$ cat config.mk
export PLATFORM = sky130hd
export DESIGN_NAME = bcc_packet_xor_responder_top
export DESIGN_NICKNAME = d
export VERILOG_FILES = /design/src/hdl/bpxr_pkg.sv /design/src/hdl/bpxr_ctrl.sv /design/src/hdl/bpxr_dpath.sv /design/src/hdl/bcc_packet_xor_responder_top.sv
export SDC_FILE = /design/constraint.sdc
export NUM_CORES = 1
export LEC_CHECK = 0
export BUFFER_PORTS_ARGS = -buffer_cell sky130_fd_sc_hd__buf_2
export CAP_MARGIN = 10
export CORE_MARGIN = 3
export CORE_UTILIZATION = 26
export DETAILED_ROUTE_END_ITERATION = 8
export GPL_TIMING_DRIVEN = 1
export PLACE_DENSITY = 0.5
export SLEW_MARGIN = 15
export SYNTH_ARGS = -nofsm -noshare
export SYNTH_HDL_FRONTEND = slang
export SYNTH_SLANG_ARGS = --single-unit
export TNS_END_PERCENT = 1
$ cat constraint.sdc
create_clock -name clock -period 3.8 [get_ports clock]
set_clock_uncertainty 0.15 [all_clocks]
set_input_delay 0.19 -clock clock [delete_from_list [all_inputs] [get_ports clock]]
set_output_delay 0.19 -clock clock [all_outputs]
set_load 0.05 [all_outputs]
$ cat src/hdl/bpxr_pkg.sv
// ----------------------------------------------------------------------------
// bpxr_pkg
// Shared constants and controller/datapath interface types for the
// packet XOR responder.
// ----------------------------------------------------------------------------
package bpxr_pkg;

   localparam int BYTE_W      = 8;
   localparam int MAX_PAYLOAD = 32;
   localparam int IDX_W       = (MAX_PAYLOAD > 1) ? $clog2(MAX_PAYLOAD) : 1;
   localparam int PTR_W       = $clog2(MAX_PAYLOAD + 1);

   localparam logic [BYTE_W-1:0] CMD_ENC   = 8'h01;
   localparam logic [BYTE_W-1:0] CMD_DEC   = 8'h02;
   localparam logic [BYTE_W-1:0] CMD_ERR   = 8'hFF;
   localparam logic [BYTE_W-1:0] KEY_RESET = 8'hAA;

   // source of the byte loaded into the response register
   typedef enum logic [2:0] {
      BEAT_ERR_MARK,
      BEAT_ZERO,
      BEAT_CMD,
      BEAT_SIZE,
      BEAT_DATA,
      BEAT_BCC
   } beat_sel_type;

   typedef struct packed {
      logic         take_cmd;
      logic         take_size;
      logic         take_data;
      logic         start_resp;
      logic         emit;
      beat_sel_type sel;
      logic         last;
      logic         err;
   } dp_cmd_type;

   typedef struct packed {
      logic size_zero;
      logic data_done;
      logic pkt_ok;
      logic data_more;
      logic out_free;
   } dp_status_type;

endpackage

$ cat src/hdl/bpxr_ctrl.sv
// ----------------------------------------------------------------------------
// bpxr_ctrl
// Packet framing and response sequencing state machine.
// ----------------------------------------------------------------------------
module bpxr_ctrl import bpxr_pkg::*; (
   input  logic          clock,
   input  logic          reset,
   input  logic          req_valid,
   output logic          req_ready,
   input  dp_status_type status,
   output dp_cmd_type    cmd
);

   typedef enum logic [3:0] {
      ST_CMD,
      ST_SIZE,
      ST_DATA,
      ST_BCC,
      ST_ERR0,
      ST_ERR1,
      ST_ERR2,
      ST_RCMD,
      ST_RSIZE,
      ST_RDATA
   } state_type;

   state_type state_ff;
   state_type state_in;
   logic      accept;

   assign req_ready = (state_ff inside {ST_CMD, ST_SIZE, ST_DATA, ST_BCC});
   assign accept    = req_valid && req_ready;

   always_comb begin
      state_in = state_ff;
      cmd      = '0;
      cmd.sel  = BEAT_ZERO;
      case (state_ff)
         ST_CMD: begin
            if (accept) begin
               cmd.take_cmd = 1'b1;
               state_in     = ST_SIZE;
            end
         end
         ST_SIZE: begin
            if (accept) begin
               cmd.take_size = 1'b1;
               state_in      = status.size_zero ? ST_BCC : ST_DATA;
            end
         end
         ST_DATA: begin
            if (accept) begin
               cmd.take_data = 1'b1;
               if (status.data_done) begin
                  state_in = ST_BCC;
               end
            end
         end
         ST_BCC: begin
            if (accept) begin
               cmd.start_resp = 1'b1;
               state_in       = status.pkt_ok ? ST_RCMD : ST_ERR0;
            end
         end
         ST_ERR0: begin
            if (status.out_free) begin
               cmd.emit = 1'b1;
               cmd.sel  = BEAT_ERR_MARK;
               cmd.err  = 1'b1;
               state_in = ST_ERR1;
            end
         end
         ST_ERR1: begin
            if (status.out_free) begin
               cmd.emit = 1'b1;
               cmd.sel  = BEAT_ZERO;
               cmd.err  = 1'b1;
               state_in = ST_ERR2;
            end
         end
         ST_ERR2: begin
            if (status.out_free) begin
               cmd.emit = 1'b1;
               cmd.sel  = BEAT_ERR_MARK;
               cmd.err  = 1'b1;
               cmd.last = 1'b1;
               state_in = ST_CMD;
            end
         end
         ST_RCMD: begin
            if (status.out_free) begin
               cmd.emit = 1'b1;
               cmd.sel  = BEAT_CMD;
               state_in = ST_RSIZE;
            end
         end
         ST_RSIZE: begin
            if (status.out_free) begin
               cmd.emit = 1'b1;
               cmd.sel  = BEAT_SIZE;
               state_in = ST_RDATA;
            end
         end
         ST_RDATA: begin
            if (status.out_free) begin
               cmd.emit = 1'b1;
               if (status.data_more) begin
                  cmd.sel = BEAT_DATA;
               end else begin
                  cmd.sel  = BEAT_BCC;
                  cmd.last = 1'b1;
                  state_in = ST_CMD;
               end
            end
         end
         default: begin
            state_in = ST_CMD;
         end
      endcase
   end

   always_ff @(posedge clock) begin
      if (reset) begin
         state_ff <= ST_CMD;
      end else begin
         state_ff <= state_in;
      end
   end

   // a beat is loaded only when the response register can take it
   a_emit_free: assert property (@(posedge clock) disable iff (reset)
      cmd.emit |-> status.out_free)
      else $error("response beat loaded into a full output register");

   // input and response bursts never overlap
   a_no_overlap: assert property (@(posedge clock) disable iff (reset)
      !(req_ready && cmd.emit))
      else $error("input taken while a response burst is running");

   // the final beat hands control back to the command phase
   a_last_returns: assert property (@(posedge clock) disable iff (reset)
      (cmd.emit && cmd.last) |=> req_ready)
      else $error("no return to command phase after last beat");

endmodule

$ cat src/hdl/bpxr_dpath.sv
// ----------------------------------------------------------------------------
// bpxr_dpath
// Packet fields, running BCC, payload memory and response register.
// ----------------------------------------------------------------------------
module bpxr_dpath import bpxr_pkg::*; (
   input  logic              clock,
   input  logic              reset,
   input  logic [BYTE_W-1:0] req_in_byte,
   input  logic              csr_valid,
   input  logic [BYTE_W-1:0] csr_xor_key,
   input  dp_cmd_type        cmd,
   output dp_status_type     status,
   output logic              rsp_valid,
   input  logic              rsp_ready,
   output logic [BYTE_W-1:0] rsp_out_byte,
   output logic              rsp_last_byte,
   output logic              rsp_is_error
);

   logic [BYTE_W-1:0] key_ff;
   logic [BYTE_W-1:0] held_cmd_ff;
   logic [BYTE_W-1:0] held_size_ff;
   logic [BYTE_W-1:0] count_ff;
   logic [BYTE_W-1:0] bcc_ff;
   logic              oversize_ff;
   logic [PTR_W-1:0]  ptr_ff;
   logic [PTR_W-1:0]  ptr_in;
   logic [BYTE_W-1:0] resp_bcc_ff;
   logic [BYTE_W-1:0] rd_data_ff;
   logic [BYTE_W-1:0] payload_mem [MAX_PAYLOAD];

   logic              rsp_valid_ff;
   logic [BYTE_W-1:0] rsp_byte_ff;
   logic              rsp_last_ff;
   logic              rsp_error_ff;

   logic [BYTE_W-1:0] data_byte;
   logic [BYTE_W-1:0] beat_byte;
   logic              cmd_known;
   logic              store_en;

   assign data_byte = rd_data_ff ^ key_ff;
   assign cmd_known = (held_cmd_ff == CMD_ENC) || (held_cmd_ff == CMD_DEC);
   assign store_en  = cmd.take_data && (count_ff < BYTE_W'(MAX_PAYLOAD));

   assign status.size_zero = (req_in_byte == '0);
   assign status.data_done = ({1'b0, count_ff} + 9'd1) >= {1'b0, held_size_ff};
   assign status.pkt_ok    = (req_in_byte == bcc_ff) && !oversize_ff && cmd_known;
   assign status.data_more = (BYTE_W'(ptr_ff) < held_size_ff);
   assign status.out_free  = !rsp_valid_ff || rsp_ready;

   always_comb begin
      ptr_in = ptr_ff;
      if (cmd.start_resp) begin
         ptr_in = '0;
      end else if (cmd.emit && (cmd.sel == BEAT_DATA)) begin
         ptr_in = ptr_ff + PTR_W'(1);
      end
   end

   always_comb begin
      case (cmd.sel)
         BEAT_ERR_MARK: beat_byte = CMD_ERR;
         BEAT_ZERO:     beat_byte = '0;
         BEAT_CMD:      beat_byte = held_cmd_ff;
         BEAT_SIZE:     beat_byte = held_size_ff;
         BEAT_DATA:     beat_byte = data_byte;
         BEAT_BCC:      beat_byte = resp_bcc_ff;
         default:       beat_byte = '0;
      endcase
   end

   // control-side registers
   always_ff @(posedge clock) begin
      if (reset) begin
         key_ff       <= KEY_RESET;
         held_cmd_ff  <= '0;
         held_size_ff <= '0;
         count_ff     <= '0;
         bcc_ff       <= '0;
         oversize_ff  <= 1'b0;
         ptr_ff       <= '0;
         rsp_valid_ff <= 1'b0;
      end else begin
         if (csr_valid) begin
            key_ff <= csr_xor_key;
         end
         if (cmd.take_cmd) begin
            held_cmd_ff <= req_in_byte;
            bcc_ff      <= req_in_byte;
         end
         if (cmd.take_size) begin
            held_size_ff <= req_in_byte;
            bcc_ff       <= bcc_ff ^ req_in_byte;
            count_ff     <= '0;
            oversize_ff  <= (req_in_byte > BYTE_W'(MAX_PAYLOAD));
         end
         if (cmd.take_data) begin
            bcc_ff   <= bcc_ff ^ req_in_byte;
            count_ff <= count_ff + BYTE_W'(1);
         end
         ptr_ff <= ptr_in;
         if (cmd.emit) begin
            rsp_valid_ff <= 1'b1;
         end else if (rsp_ready) begin
            rsp_valid_ff <= 1'b0;
         end
      end
   end

   // response BCC and response output registers
   always_ff @(posedge clock) begin
      if (cmd.start_resp) begin
         resp_bcc_ff <= held_cmd_ff ^ held_size_ff;
      end else if (cmd.emit && (cmd.sel == BEAT_DATA)) begin
         resp_bcc_ff <= resp_bcc_ff ^ data_byte;
      end
      if (cmd.emit) begin
         rsp_byte_ff  <= beat_byte;
         rsp_last_ff  <= cmd.last;
         rsp_error_ff <= cmd.err;
      end
   end

   // payload memory: one write port, one registered read port
   always_ff @(posedge clock) begin
      if (store_en) begin
         payload_mem[count_ff[IDX_W-1:0]] <= req_in_byte;
      end
      rd_data_ff <= payload_mem[ptr_in[IDX_W-1:0]];
   end

   assign rsp_valid     = rsp_valid_ff;
   assign rsp_out_byte  = rsp_byte_ff;
   assign rsp_last_byte = rsp_last_ff;
   assign rsp_is_error  = rsp_error_ff;

endmodule

$ cat src/hdl/bcc_packet_xor_responder_top.sv
// ----------------------------------------------------------------------------
// bcc_packet_xor_responder_top
// Framed packet handler with XOR block check and keyed XOR response.
// ----------------------------------------------------------------------------
// Packets arrive one byte per req beat: command, size, size data bytes, then
// a BCC byte equal to the XOR of command, size and data. Up to 32 data bytes
// are kept in a payload memory with one write port and one registered read
// port. The BCC beat starts a response burst on the rsp channel, during
// which req_ready stays low: for commands 0x01 and 0x02 with a matching BCC
// and a size of at most 32 the burst is command, size, each data byte XORed
// with the key, and a fresh BCC over those bytes (size + 3 beats); anything
// else answers FF,00,FF with rsp_is_error set. rsp_last_byte marks the final
// beat. With rsp_ready held high one response beat leaves per cycle; the
// registered memory read port fetches the next entry as each data beat is
// loaded. A beat held in the output register stops the next one from being
// loaded until rsp_ready takes it. The key is written through the csr
// channel, which is always ready, and resets to 0xAA; write it only while no
// packet is in flight.
// ----------------------------------------------------------------------------
module bcc_packet_xor_responder_top import bpxr_pkg::*; (
   input  logic              clock,
   input  logic              reset,
   // packet input
   input  logic              req_valid,
   output logic              req_ready,
   input  logic [BYTE_W-1:0] req_in_byte,
   // response output
   output logic              rsp_valid,
   input  logic              rsp_ready,
   output logic [BYTE_W-1:0] rsp_out_byte,
   output logic              rsp_last_byte,
   output logic              rsp_is_error,
   // key register write
   input  logic              csr_valid,
   output logic              csr_ready,
   input  logic [BYTE_W-1:0] csr_xor_key
);

   dp_cmd_type    dp_cmd;
   dp_status_type dp_status;

   // key writes never stall
   assign csr_ready = 1'b1;

   // framing and burst sequencing
   bpxr_ctrl u_ctrl (
      .clock     (clock),
      .reset     (reset),
      .req_valid (req_valid),
      .req_ready (req_ready),
      .status    (dp_status),
      .cmd       (dp_cmd)
   );

   // fields, check sum, payload memory and output register
   bpxr_dpath u_dpath (
      .clock         (clock),
      .reset         (reset),
      .req_in_byte   (req_in_byte),
      .csr_valid     (csr_valid),
      .csr_xor_key   (csr_xor_key),
      .cmd           (dp_cmd),
      .status        (dp_status),
      .rsp_valid     (rsp_valid),
      .rsp_ready     (rsp_ready),
      .rsp_out_byte  (rsp_out_byte),
      .rsp_last_byte (rsp_last_byte),
      .rsp_is_error  (rsp_is_error)
   );

endmodule
-- Word level (Yosys, flattened, before mapping)
Memories as Yosys holds them, arrays and structs flattened. A register that Yosys moved wholly into a read port is not among the register bits.
Cells that the tools add are included.
- add/sub/neg operators: 3
- multipliers: 0
- div/mod/pow operators: 0
- $lt $le $gt $ge: 4
- equality and inequality tests: 28
- shifts and indexed selects: 0
- mux-type cells: 46
- bitwise gates (word level): 4
- reduce and logical (&&, ||, !) cells: 20
- operators with widths (kind ; number):
    $mux 4 ; 16
    $mux 8 ; 7
    $pmux 4 s10 ; 1
    $pmux 8 s5 ; 1
    $xor 8x8->8 ; 4
    $pmux 4 s6 ; 1
    $eq 4x3->1 const B ; 4
    $ne 2x2->1 const B ; 8
    $mux 5 ; 3
    $mux 1 ; 13
    $reduce_and 12->1 ; 1
    $add 8x1->9 const B ; 1
    $ge 9x8->1 ; 1
    $add 8x1->8 const B ; 1
    $eq 4x2->1 const B ; 2
    $eq 4x4->1 const B ; 2
    $eq 8x1->1 const B ; 1
    $eq 8x2->1 const B ; 1
    $eq 8x8->1 ; 1
    $gt 8x6->1 const B ; 1
    $logic_not 8->1 ; 1
    $lt 6x8->1 ; 1
    $lt 8x6->1 const B ; 1
    $ne 2x1->1 const B ; 4
    16 further kinds ; 28
- bits in registers: 70
- latch bits: 0
- memory bits (writable): 256
- ROM bits: 0
- bits of input ports: 21
- output and inout bits: 13
- word-level logic and storage cells: 120
- memories: 1
- memories (memory ; depth ; bits a word ; rd ports ; clocked after memory_dff ; wr ports ; line ; source):
    u_dpath.payload_mem ; 32 ; 8 ; 1 ; 1 ; 1 ; bpxr_dpath.sv:30 ; logic [BYTE_W-1:0] payload_mem [MAX_PAYLOAD];

-- Depth between registers and ports, before layout
Gate-level depths: netlist of run 1.
- depth in word-level cells: 8
- mapped depth: 15
- mapped depth without buffers: 11

-- Hierarchy
From an unflattened synthesis of run 1, not the netlist that was laid out.
- cells, all modules: 1097
- area, all modules: 14418.8 µm²
- by module, submodules not included (module ; times used ; cells each ; area each (µm²) ; seq. area each (µm²)):
    bpxr_dpath ; 1 ; 1036 ; 13997.2 ; 9349.0
    bpxr_ctrl ; 1 ; 59 ; 410.4 ; 80.1
    bcc_packet_xor_responder_top ; 1 ; 2 ; 11.3 ; 0.0

-- Worst setup path before layout of run 1
OpenSTA, ideal clock, no wires.
- path kind: reg2reg
- start point: register u_dpath.held_size_ff[5]
- end point: register u_dpath.rd_data_ff[0] (read register of u_dpath.payload_mem)
- setup time: 65 ps
- arrival: 2968 ps
- required time: 3585 ps
- slack: 616 ps
- cell stages (with the launch flop): 13
- buffers on the path: 1
- clock period less this slack: 3184 ps
- cells stage by stage: dfxtp_1 inv_1 ha_1 a2111oi_1 o21a_1 o21bai_4 buf_6 nor2_1 mux2_2 nor2_1 o311ai_0 o32a_1 nand4b_1
- cells in the longest elaborated chain, start to end: 8
- ends and longest elaborated chain (element ; line ; source):
    from (decl) ; bpxr_dpath.sv:22 ; logic [BYTE_W-1:0] held_size_ff;
    from (signal assigned) ; bpxr_dpath.sv:93 ; held_size_ff <= req_in_byte;
    $lt 6x8->1 ; bpxr_dpath.sv:49 ; assign status.data_more = (BYTE_W'(ptr_ff) < held_size_ff);
    $mux 1 ; bpxr_ctrl.sv:107 ; if (status.data_more) begin
    $mux 5 ; bpxr_ctrl.sv:105 ; if (status.out_free) begin
    $pmux 4 s6 ; bpxr_ctrl.sv:38 ; case (state_ff)
    $eq 3x3->1 ; bpxr_dpath.sv:56 ; end else if (cmd.emit && (cmd.sel == BEAT_DATA)) begin
    $logic_and 1x1->1 ; bpxr_dpath.sv:56 ;
    $mux 5 ; bpxr_dpath.sv:56 ;
    $mux 5 ; bpxr_dpath.sv:54 ; if (cmd.start_resp) begin
    to (decl) ; bpxr_dpath.sv:29 ; logic [BYTE_W-1:0] rd_data_ff;
No other way between the ends.
A chain may end at the register's enable or synchronous reset.

-- Final worst setup path of run 1
- start point: register u_dpath.held_size_ff[5]
- end point: register u_dpath.rd_data_ff[3] (read register of u_dpath.payload_mem)
Same word-level chain as after synthesis.

==> out/metrics.csv, run 1 <==
stage,metric,value,unit
cells_and_area,layout cells sized above 1,14.6,%
min_path,min-delay worst type,primary input to flip-flop,
route,DR WL/cell,20.7,um
min_path,hold depth,1,
clock_tree,clock sink count,334,
route,post-route ant nets,0,
critical_path,critical path capture point type,flip-flop,
critical_path,RR Startpoint,u_dpath.held_size_ff[5],
power,Pwr per Cell Area,453,mW/mm2
synthesis,post-synthesis simple-gate area fraction,13.8,%
cells_and_area,Syn-to-layout area delta,18.2,%
synthesis,synth top area cells,"edfxtp_1, dfxtp_1, nand2_1, mux2i_1, nand3_1",
synthesis,Yosys cell types,71,
clock_tree,root buffer cell,clkbuf_16,
global_route,first-pass GRT wire length,64.0,mm
synthesis,compound-gate portion of the synthesized area,10.3,%
floorplanning,Initial Utilization,26.5,%
timing,Final TNS setup,0,ns
timing,Max-slew headroom,28.4,%
synthesis,Post-synth ARST share,0,%
clock_tree,"Reg clk slew, reported paths",0.06,ns
route,Vias/cell,4.89,
route,routed length on met2,19.7,mm
synthesis,largest family of logic cells by synthesized area,simple AND/OR/NAND/NOR gates,
synthesis,post-synthesis cell area,0.0147,mm2
critical_path,R2R Setup Slk,0.28,ns
clock_tree,H-tree depth,2,
cells_and_area,fill count,5671,
route,metal3 WL,2.73,mm
synthesis,Mapped Nets,1260,
route,M1 wire length,20.3,mm
global_route,number of global-route vias before repair,9701,
route,DRT Pass-1 Iters,7,
place,input/output buffers,32,
timing,fin. max-slew vios,0,
critical_path,Worst setup SP type,flip-flop,
synthesis,"FF+latch count, synth",334,
status,status,"complete, no violations",
global_route,Total GRT Usage,14.2,%
route,# DRC,0,
cells_and_area,Ant. Diodes,0,
route,highest routed layer,met4,
synthesis,Post-synth EDFFs,274,
route,via count,10200,
timing,Least-Margin Pin Slew,1.07,ns
synthesis,Synth Warn #,0,
synthesis,cell taking the most area after synthesis,edfxtp_1,
synthesis,mux cell area share after synthesis,4.69,%
critical_path,"Data required, critical path",4.05,ns
timing,Final Cycle Share,92.6,%
min_path,hold_sp,req_in_byte[6],
global_route,initial antenna violation count,1,
cells_and_area,Final Net Count,1348,
global_route,grt ovf,0,
global_route,largest net degree at the start of global routing,64,
clock_tree,clk buf depth,3,
critical_path,WS Path Type,flip-flop to flip-flop,
critical_path,worst r2r dst,u_dpath.rd_data_ff[3],
route,first-iteration detailed-routing DRC count,924,
cells_and_area,fin area,0.0174,mm2
synthesis,Cells after Synth,1221,
synthesis,Synth Area in XOR/XNOR,2.50,%
floorplanning,DIE HEIGHT,244,um
floorplanning,DIE AREA,0.0594,mm2
critical_path,Max Fanout on Critical Path,33,
critical_path,cells along the critical path,inv_1 -> ha_1 -> a2111oi_1 -> o21a_1 -> o21bai_4 -> buf_4 -> o311a_4 -> or2_4 -> buf_12 -> o311ai_1 -> o32a_1 -> nand4b_1,
critical_path,Reg2Reg Depth,12,
floorplanning,core area,0.0555,mm2
clock_tree,CTS Buf Count,36,
place,Placer Congestion,0.855,
synthesis,most frequent cells after synthesis,"edfxtp_1, nand2_1, nor2_1",
place,Placed Instance Area,0.0160,mm2
run,MaxCap Viol Count,0,
power,cell leakage power,5.75,nW
synthesis,dominant synthesized flop cell,edfxtp_1,
timing,Fin. Hold Viols,0,
floorplanning,io pins,34,
timing,hold slack,0.0304,ns
synthesis,post-synthesis adder-cell area fraction,1.53,%
synthesis,syn_area_per_cell,12.0,um2
min_path,hold endpoint,u_dpath.payload_mem[22][6],
floorplanning,FP Rows,86,
timing,"Setup violations, final",0,
timing,RSZ-0062 raised after global routing,false,
critical_path,Worst EP arrival,3.77,ns
synthesis,most frequent cell after synthesis,edfxtp_1,
timing,fmax,284,MHz
synthesis,post-synth top area share,56.0,%
place,Post-DP HPWL,28.9,mm
power,Power Total,7.87,mW
cells_and_area,area of the multi-input gates,0.00486,mm2
critical_path,CP peak stage delay,0.46,ns
critical_path,CP startpoint,u_dpath.held_size_ff[5],
clock_tree,post-CTS repair timing setup buffer count,0,
route,Routed Wire Length,43.3,mm
timing,min Tclk post-route,3.52,ns
synthesis,sequential fraction of the synthesis area,64.2,%
clock_tree,CTS tree,built,
critical_path,Slowest cell on crit path,o311ai_1,
clock_tree,later-pin clock latency in the skew report,0.55,ns
floorplanning,Die Span X,244,um
cells_and_area,Final Core Density,31.3,%
cells_and_area,FF/Latch Area,0.00943,mm2
power,VDD IR max,0.000279,V
[what timing repair did]
action | in CTS | in global routing
gates resized for setup | 0 | 0
endpoints found under the hold margin | 17 | 0
hold buffers | 20 | 0
[area by class of cell]
class,instances,area share [%]
flip-flops and latches,334,54.3
well taps,748,5.39
repair buffers,125,5.52
multi-input cells,799,28.0
clock inverters,21,1.07
clock buffers,45,5.50
inverters,13,0.281
[worst max-delay path, delay by kind of cell, from the launching register on]
family	cells	cell delay (ns)
AND/OR/NAND/NOR	2	0.37
buffers and inverters	3	0.46
AO/OA/AOI/OAI	6	1.75
adder cells (fa/ha/maj)	1	0.31
flip-flops	1	0.33
[power by group]
group	internal [mW]	switching, mW	total, mW
logic	0.150	0.282	0.433
clock network	1.94	1.47	3.42
registers	3.99	0.0344	4.02
[per-stage QoR]
stage                     cells  worst slack, ns
after global placement     1999            0.361
after global routing       2085           0.0961
after floorplan            1221            0.616
final                      2085            0.280
after detailed placement   1999            0.297
after CTS                  2085            0.314
[registers in the layout, indices dropped and copies added (netlist names)]
name	cells
u_dpath.payload_mem	256
u_dpath.bcc_ff	8
u_dpath.count_ff	8
u_dpath.held_cmd_ff	8
u_dpath.held_size_ff	8
u_dpath.key_ff	8
u_dpath.rd_data_ff	8
u_dpath.resp_bcc_ff	8
u_dpath.rsp_out_byte	8
u_dpath.ptr_ff	6
u_ctrl.state_ff	4
u_dpath.oversize_ff	1
u_dpath.rsp_is_error	1
u_dpath.rsp_last_byte	1
u_dpath.rsp_valid	1
[per-layer routing]
metal	global-route usage (%)	vias to the layer above
met5	0	-
met3	2.16	45
met4	2.41	0
met2	22.4	352
li1	-	4731
met1	20.9	5074
[layout by cell type, fill, tap and decap left out, types with 32 or more instances in the layout]
cell | netlist | layout
a21oi_1 | 61 | 61
buf_4 | 7 | 69
buf_2 | 17 | 32
o21ai_0 | 41 | 41
mux2i_1 | 47 | 47
nand3_1 | 68 | 68
nor2_1 | 75 | 74
nand2_1 | 212 | 212
edfxtp_1 | 274 | 274
clkbuf_16 | 0 | 36
dfxtp_1 | 60 | 60
[kinds of logic (layout without fill, tap and decap cells)]
| logic type | Yosys count | count (layout) |
|---|---|---|
| other | 1 | 1 |
| AND/OR/NAND/NOR | 445 | 445 |
| flip-flops | 334 | 334 |
| multiplexers | 66 | 66 |
| XOR/XNOR | 42 | 42 |
| AO/OA/AOI/OAI | 227 | 227 |
| adder cells (fa/ha/maj) | 18 | 18 |
| buffers and inverters | 88 | 204 |
[worst max path at each step]
stage	to	depth (start not counted)	slack [ns]
2_1_floorplan	u_dpath.rd_data_ff[0]	12	0.62
3_3_place_gp	u_dpath.rd_data_ff[0]	13	0.36
3_5_place_dp	u_dpath.rd_data_ff[7]	12	0.30
4_1_cts	u_dpath.rd_data_ff[3]	12	0.31
5_1_grt	u_dpath.rd_data_ff[1]	13	0.1
6_report	u_dpath.rd_data_ff[3]	12	0.28
(Power assumes the default switching activity.)
==> inputs of run 2 (changes only) <==
==> constraint.sdc (replaced) <==
create_clock -name clock -period 3.6 [get_ports clock]
set_clock_uncertainty 0.15 [all_clocks]
set_input_delay 0.18 -clock clock [delete_from_list [all_inputs] [get_ports clock]]
set_output_delay 0.18 -clock clock [all_outputs]
set_load 0.05 [all_outputs]
==> run 2 against run 1 <==
Against the previous run: die area did not move; non-clock buffer count rose by 17; utilization rose by 0.24 points; highest routed layer unchanged; largest cell class unchanged; design area rose by 0.76%; final cell count rose by 0.62%; sequential share of layout area fell by 0.41 points; clock power rose by 3%; routed wire length fell by 1.1%; critical path depth did not move; sequential power rose by 5.7%; worst setup slack got worse by 0.11 ns; critical endpoint is now u_dpath.rd_data_ff[1].
==> out/metrics.csv, run 2 (synthesis gave the netlist of run 1 again) <==
stage,metric,value,unit
timing,fmax,292,MHz
place,Placer Congestion,0.830,
clock_tree,H-tree depth,2,
floorplanning,FP Rows,86,
critical_path,critical path capture point type,flip-flop,
timing,hold slack,0.0191,ns
clock_tree,clock sink count,334,
clock_tree,root buffer cell,clkbuf_16,
route,via count,10200,
min_path,hold depth,3,
critical_path,Max Fanout on Critical Path,15,
critical_path,cells along the critical path,inv_1 -> ha_1 -> a2111oi_1 -> o21a_1 -> o21bai_4 -> mux2i_2 -> nor2_4 -> buf_6 -> mux2_2 -> o311ai_2 -> o32a_1 -> nand4b_1,
global_route,number of global-route vias before repair,9595,
global_route,first-pass GRT wire length,62.7,mm
route,Vias/cell,4.86,
min_path,min-delay worst type,primary input to flip-flop,
global_route,initial antenna violation count,1,
critical_path,Worst setup SP type,flip-flop,
timing,min Tclk post-route,3.43,ns
route,DRT Pass-1 Iters,5,
clock_tree,"Reg clk slew, reported paths",0.06,ns
floorplanning,DIE HEIGHT,244,um
critical_path,"Data required, critical path",3.86,ns
global_route,grt ovf,0,
timing,"Setup violations, final",0,
floorplanning,io pins,34,
power,VDD IR max,0.000280,V
place,input/output buffers,32,
floorplanning,Initial Utilization,26.5,%
timing,RSZ-0062 raised after global routing,false,
clock_tree,clk buf depth,3,
timing,Max-slew headroom,28.4,%
timing,Least-Margin Pin Slew,1.07,ns
cells_and_area,Syn-to-layout area delta,19.1,%
timing,fin. max-slew vios,0,
clock_tree,CTS Buf Count,35,
critical_path,WS Path Type,flip-flop to flip-flop,
power,cell leakage power,5.82,nW
route,first-iteration detailed-routing DRC count,1038,
place,Post-DP HPWL,28.4,mm
global_route,largest net degree at the start of global routing,64,
cells_and_area,"commonest non-fill, non-tap cells in the layout","edfxtp_1, nand2_1, buf_4, nor2_1, nand3_1",
cells_and_area,Final Net Count,1364,
global_route,Total GRT Usage,13.9,%
critical_path,CP peak stage delay,0.43,ns
route,DR WL/cell,20.4,um
cells_and_area,Ant. Diodes,0,
floorplanning,core area,0.0555,mm2
clock_tree,later-pin clock latency in the skew report,0.53,ns
cells_and_area,max reg flops,256,
critical_path,Reg2Reg Depth,12,
power,Pwr per Cell Area,470,mW/mm2
floorplanning,Die Span X,244,um
status,status,"complete, no violations",
clock_tree,CTS tree,built,
route,# DRC,0,
power,Power Total,8.22,mW
critical_path,Slowest cell on crit path,o311ai_2,
critical_path,Worst EP arrival,3.68,ns
cells_and_area,"commonest non-fill, non-tap cell in the layout",edfxtp_1,
floorplanning,DIE AREA,0.0594,mm2
route,Routed Wire Length,42.8,mm
cells_and_area,layout cells sized above 1,15.5,%
timing,Fin. Hold Viols,0,
route,post-route ant nets,0,
run,MaxCap Viol Count,0,
cells_and_area,Final Core Density,31.5,%
timing,Final Cycle Share,95.2,%
==> run 2: cell count changes in the layout (fill, tap and decap cells not counted), moves of 2 or more <==
cell      before  now
o311ai_2       0    3
buf_6          0    3
o311ai_1      12    9
buf_4         69   81
clkbuf_1       7    9
clkinv_2      10    7
==> run 2: report_power, final <==
part           internal (mW)  switching [mW]
Sequential              4.21          0.0368
Combinational          0.161           0.299
Clock                   2.01            1.50
Total                   6.38            1.84
==> run 2: routing by layer <==
| layer | wire length (um) | part of all wire (%) | GRT usage, % |
|---|---|---|---|
| met5 | 0 | 0 | 0 |
| met4 | 849 | 2.0 | 3.28 |
| met1 | 20600 | 48 | 20.4 |
| met2 | 18600 | 43 | 21.0 |
| met3 | 2720 | 6.3 | 2.73 |
==> run 2: what timing repair did <==
item | in CTS | in global routing
gates resized for setup | 1 | 7
hold buffers | 20 | 0
endpoints found under the hold margin | 19 | 0
setup buffers | 0 | 0
endpoints found under the setup margin | 1 | 6
==> run 2: per-stage QoR <==
stage	cells	TNS (ns)	setup WS (ns)	area (um2)
after floorplan	1221	0	0.416	14700
after global placement	2016	0	0.0247	16200
after detailed placement	2016	-0.0461	-0.0461	16200
after CTS	2098	0	0.000934	17500
after global routing	2098	0	0.0121	17500
final	2098	0	0.173	17500
==> run 2: layout make-up <==
type	count	area (um2)
well taps	748	936
multi-input cells	799	4880
inverters	13	48.8
fillers	5632	38000
clock buffers	46	948
repair buffers	142	1120
clock inverters	16	143
flip-flops and latches	334	9430
==> run 2: critical path: cells and delay by family, from the launching register on <==
family,cells,cell delay (ns)
AO/OA/AOI/OAI,5,1.44
AND/OR/NAND/NOR,2,0.22
flip-flops,1,0.33
adder cells (fa/ha/maj),1,0.30
buffers and inverters,2,0.27
multiplexers,2,0.57
==> run 2: final timing paths <==
path / from / slack [ns] / endpoint
max reg2reg: u_dpath.held_size_ff[5] / 0.17 / u_dpath.rd_data_ff[1]
max: u_dpath.held_size_ff[5] / 0.17 / u_dpath.rd_data_ff[1]
min: req_in_byte[4] / 0.02 / u_dpath.held_cmd_ff[4]
min reg2reg: u_dpath.held_cmd_ff[4] / 0.35 / u_dpath.held_cmd_ff[4]
==> inputs of run 3 (changes only) <==
--- a/config.mk
+++ b/config.mk
@@ -5,13 +5,14 @@
 export SDC_FILE = /design/constraint.sdc
 export NUM_CORES = 1
 export LEC_CHECK = 0
-export BUFFER_PORTS_ARGS = -buffer_cell sky130_fd_sc_hd__buf_2
+export BUFFER_PORTS_ARGS = -buffer_cell sky130_fd_sc_hd__clkbuf_2
 export CAP_MARGIN = 10
 export CORE_MARGIN = 3
 export CORE_UTILIZATION = 26
 export DETAILED_ROUTE_END_ITERATION = 8
 export GPL_TIMING_DRIVEN = 1
 export PLACE_DENSITY = 0.5
+export RECOVER_POWER = 100
 export SLEW_MARGIN = 15
 export SYNTH_ARGS = -nofsm -noshare
 export SYNTH_HDL_FRONTEND = slang
==> run 3 against run 2 <==
Against the previous run: the run now ends with capacitance limit, slew limit left; non-clock buffer count shrank 5; sequential cell count is the same; sequential share of layout area shrank 0.077 points; sequential power is essentially flat; global-route usage grew 0.21 points; register-to-register slack lost 0.07 ns; first-iteration DRC count shrank 5.9%; power grew 3.1%; largest power group unchanged; highest routed layer unchanged.
==> out/metrics.csv, run 3 (synthesis gave the netlist of run 1 again) <==
stage,metric,value,unit
status,status,"complete, but fails checks",
status,failing checks,"capacitance limit, slew limit",
critical_path,RR Startpoint,u_dpath.held_size_ff[5],
timing,min Tclk post-route,3.50,ns
floorplanning,FP Rows,86,
critical_path,Reg2Reg Depth,12,
timing,Fin. Hold Viols,0,
power,Pwr per Cell Area,484,mW/mm2
critical_path,cells along the critical path,inv_1 -> ha_1 -> a2111oi_1 -> o21a_1 -> o21bai_4 -> mux2i_2 -> nor2_4 -> buf_12 -> mux2_2 -> o311ai_1 -> o32a_1 -> nand4b_1,
global_route,Total GRT Usage,14.1,%
place,Placed Instances,2013,
cells_and_area,layout cells sized above 1,13.6,%
global_route,first-pass GRT wire length,63.6,mm
global_route,initial antenna violation count,0,
clock_tree,CTS Buf Count,36,
power,Power Total,8.48,mW
cells_and_area,Syn-to-layout area delta,19.3,%
floorplanning,core area,0.0555,mm2
route,DRT Pass-1 Iters,6,
cells_and_area,FF/Latch Area,0.00943,mm2
route,first-iteration detailed-routing DRC count,977,
min_path,hold_sp,req_valid,
cells_and_area,final std cells w/o fill,2099,
timing,fmax,286,MHz
critical_path,WS Path Type,flip-flop to flip-flop,
clock_tree,later-pin clock latency in the skew report,0.53,ns
floorplanning,Initial Utilization,26.5,%
route,Routed Wire Length,42.8,mm
route,# DRC,0,
cells_and_area,"commonest non-fill, non-tap cell in the layout",edfxtp_1,
clock_tree,clock sink count,334,
timing,fin. max-slew vios,229,
critical_path,critical path capture point type,flip-flop,
floorplanning,DIE AREA,0.0594,mm2
timing,RSZ-0062 raised after global routing,true,
critical_path,critical path depth,12,
route,post-route ant nets,0,
place,pre-CTS setup slack,0.0670,ns
floorplanning,Die Span X,244,um
cells_and_area,fill count,5606,
clock_tree,H-tree depth,2,
timing,Least-Margin Pin Slew,2.16,ns
floorplanning,io pins,34,
critical_path,worst r2r dst,u_dpath.rd_data_ff[5],
critical_path,crit-path leading delay family,compound AO/OA/AOI/OAI gates,
critical_path,R2R Setup Slk,0.10,ns
clock_tree,CTS tree,built,
critical_path,end of the critical path,u_dpath.rd_data_ff[5],
power,cell leakage power,5.78,nW
critical_path,Worst EP arrival,3.76,ns
critical_path,Worst setup SP type,flip-flop,
place,Placer Congestion,0.832,
timing,Max-slew headroom,-43.7,%
route,Vias/cell,4.81,
global_route,grt ovf,0,
route,DR WL/cell,20.4,um
timing,Final Worst Setup Slack,0.101,ns
cells_and_area,"commonest non-fill, non-tap cells in the layout","edfxtp_1, nand2_1, nor2_1, nand3_1, buf_4",
cells_and_area,Final Net Count,1361,
power,VDD IR max,0.000326,V
cells_and_area,max reg flops,256,
critical_path,"Data required, critical path",3.86,ns
route,via count,10100,
floorplanning,DIE HEIGHT,244,um
clock_tree,"Reg clk slew, reported paths",0.06,ns
global_route,number of global-route vias before repair,9850,
critical_path,CP startpoint,u_dpath.held_size_ff[5],
place,Post-DP HPWL,28.0,mm
timing,Final Cycle Share,97.2,%
critical_path,Critical path buffers and inverters,2,
clock_tree,root buffer cell,clkbuf_16,
run,MaxCap Viol Count,7,
clock_tree,clk buf depth,3,
place,input/output buffers,32,
critical_path,Slowest cell on crit path,o311ai_1,
cells_and_area,area of the multi-input gates,0.00490,mm2
critical_path,CP peak stage delay,0.46,ns
global_route,largest net degree at the start of global routing,64,
min_path,min-delay worst type,primary input to flip-flop,
critical_path,Max Fanout on Critical Path,14,
timing,"Setup violations, final",0,
[run 3: cell type report]
| cell class | instances | share of cell area [%] |
|---|---|---|
| multi-input cells | 800 | 28.0 |
| diodes | 2 | 0.0286 |
| flip-flops and latches | 334 | 53.8 |
| clock inverters | 22 | 1.30 |
| clock buffers | 43 | 5.53 |
| well taps | 748 | 5.34 |
| repair buffers | 137 | 5.76 |
| inverters | 13 | 0.278 |
[run 3: worst min-delay path by stage]
stage,to,slack (ns),cells after the start
final,u_ctrl.state_ff[2],0.07,5
after CTS,u_dpath.held_cmd_ff[7],0.007,3
after floorplan,u_dpath.payload_mem[0][0],0.13,0
after detailed placement,u_dpath.key_ff[7],0.24,2
after global routing,u_ctrl.state_ff[2],0.08,5
after global placement,u_dpath.key_ff[7],0.24,2
[run 3: metal layers]
metal	part of all wire [%]	vias up	track usage, %
met5	0	-	0
li1	-	4764	-
met2	46	262	22.6
met1	48	5025	20.2
met3	4.7	54	2.01
met4	1.7	0	3.23
[run 3: worst reg2reg max path: stages (launching register included)]
cell	delay (ns)
dfxtp_1	0.33
inv_1	0.06
ha_1	0.30
a2111oi_1	0.37
o21a_1	0.25
o21bai_4	0.18
mux2i_2	0.23
nor2_4	0.18
buf_12	0.17
mux2_2	0.38
o311ai_1	0.46
o32a_1	0.25
nand4b_1	0.08
[run 3: power breakdown]
group          switching (mW)  internal, mW
Sequential             0.0394          4.22
Clock                    1.55          2.22
Combinational           0.298         0.151
[run 3: per-stage QoR]
step	hold WS (ns)	setup TNS, ns	utilization, %	cell area (um2)
after floorplan	0.129	0	-	14700
after global placement	0.239	0	29.1	16200
after detailed placement	0.244	0	29.1	16200
after CTS	0.00669	0	31.6	17500
after global routing	0.0810	-0.184	31.6	17500
final	0.0662	0	31.6	17500
[run 3: what timing repair did]
item / CTS / global route
buffers inserted: 0 / 0
endpoints found under the hold margin: 12 / 0
setup endpoints to repair: 0 / 7
resized for setup: 0 / 7
hold buffers: 18 / 0
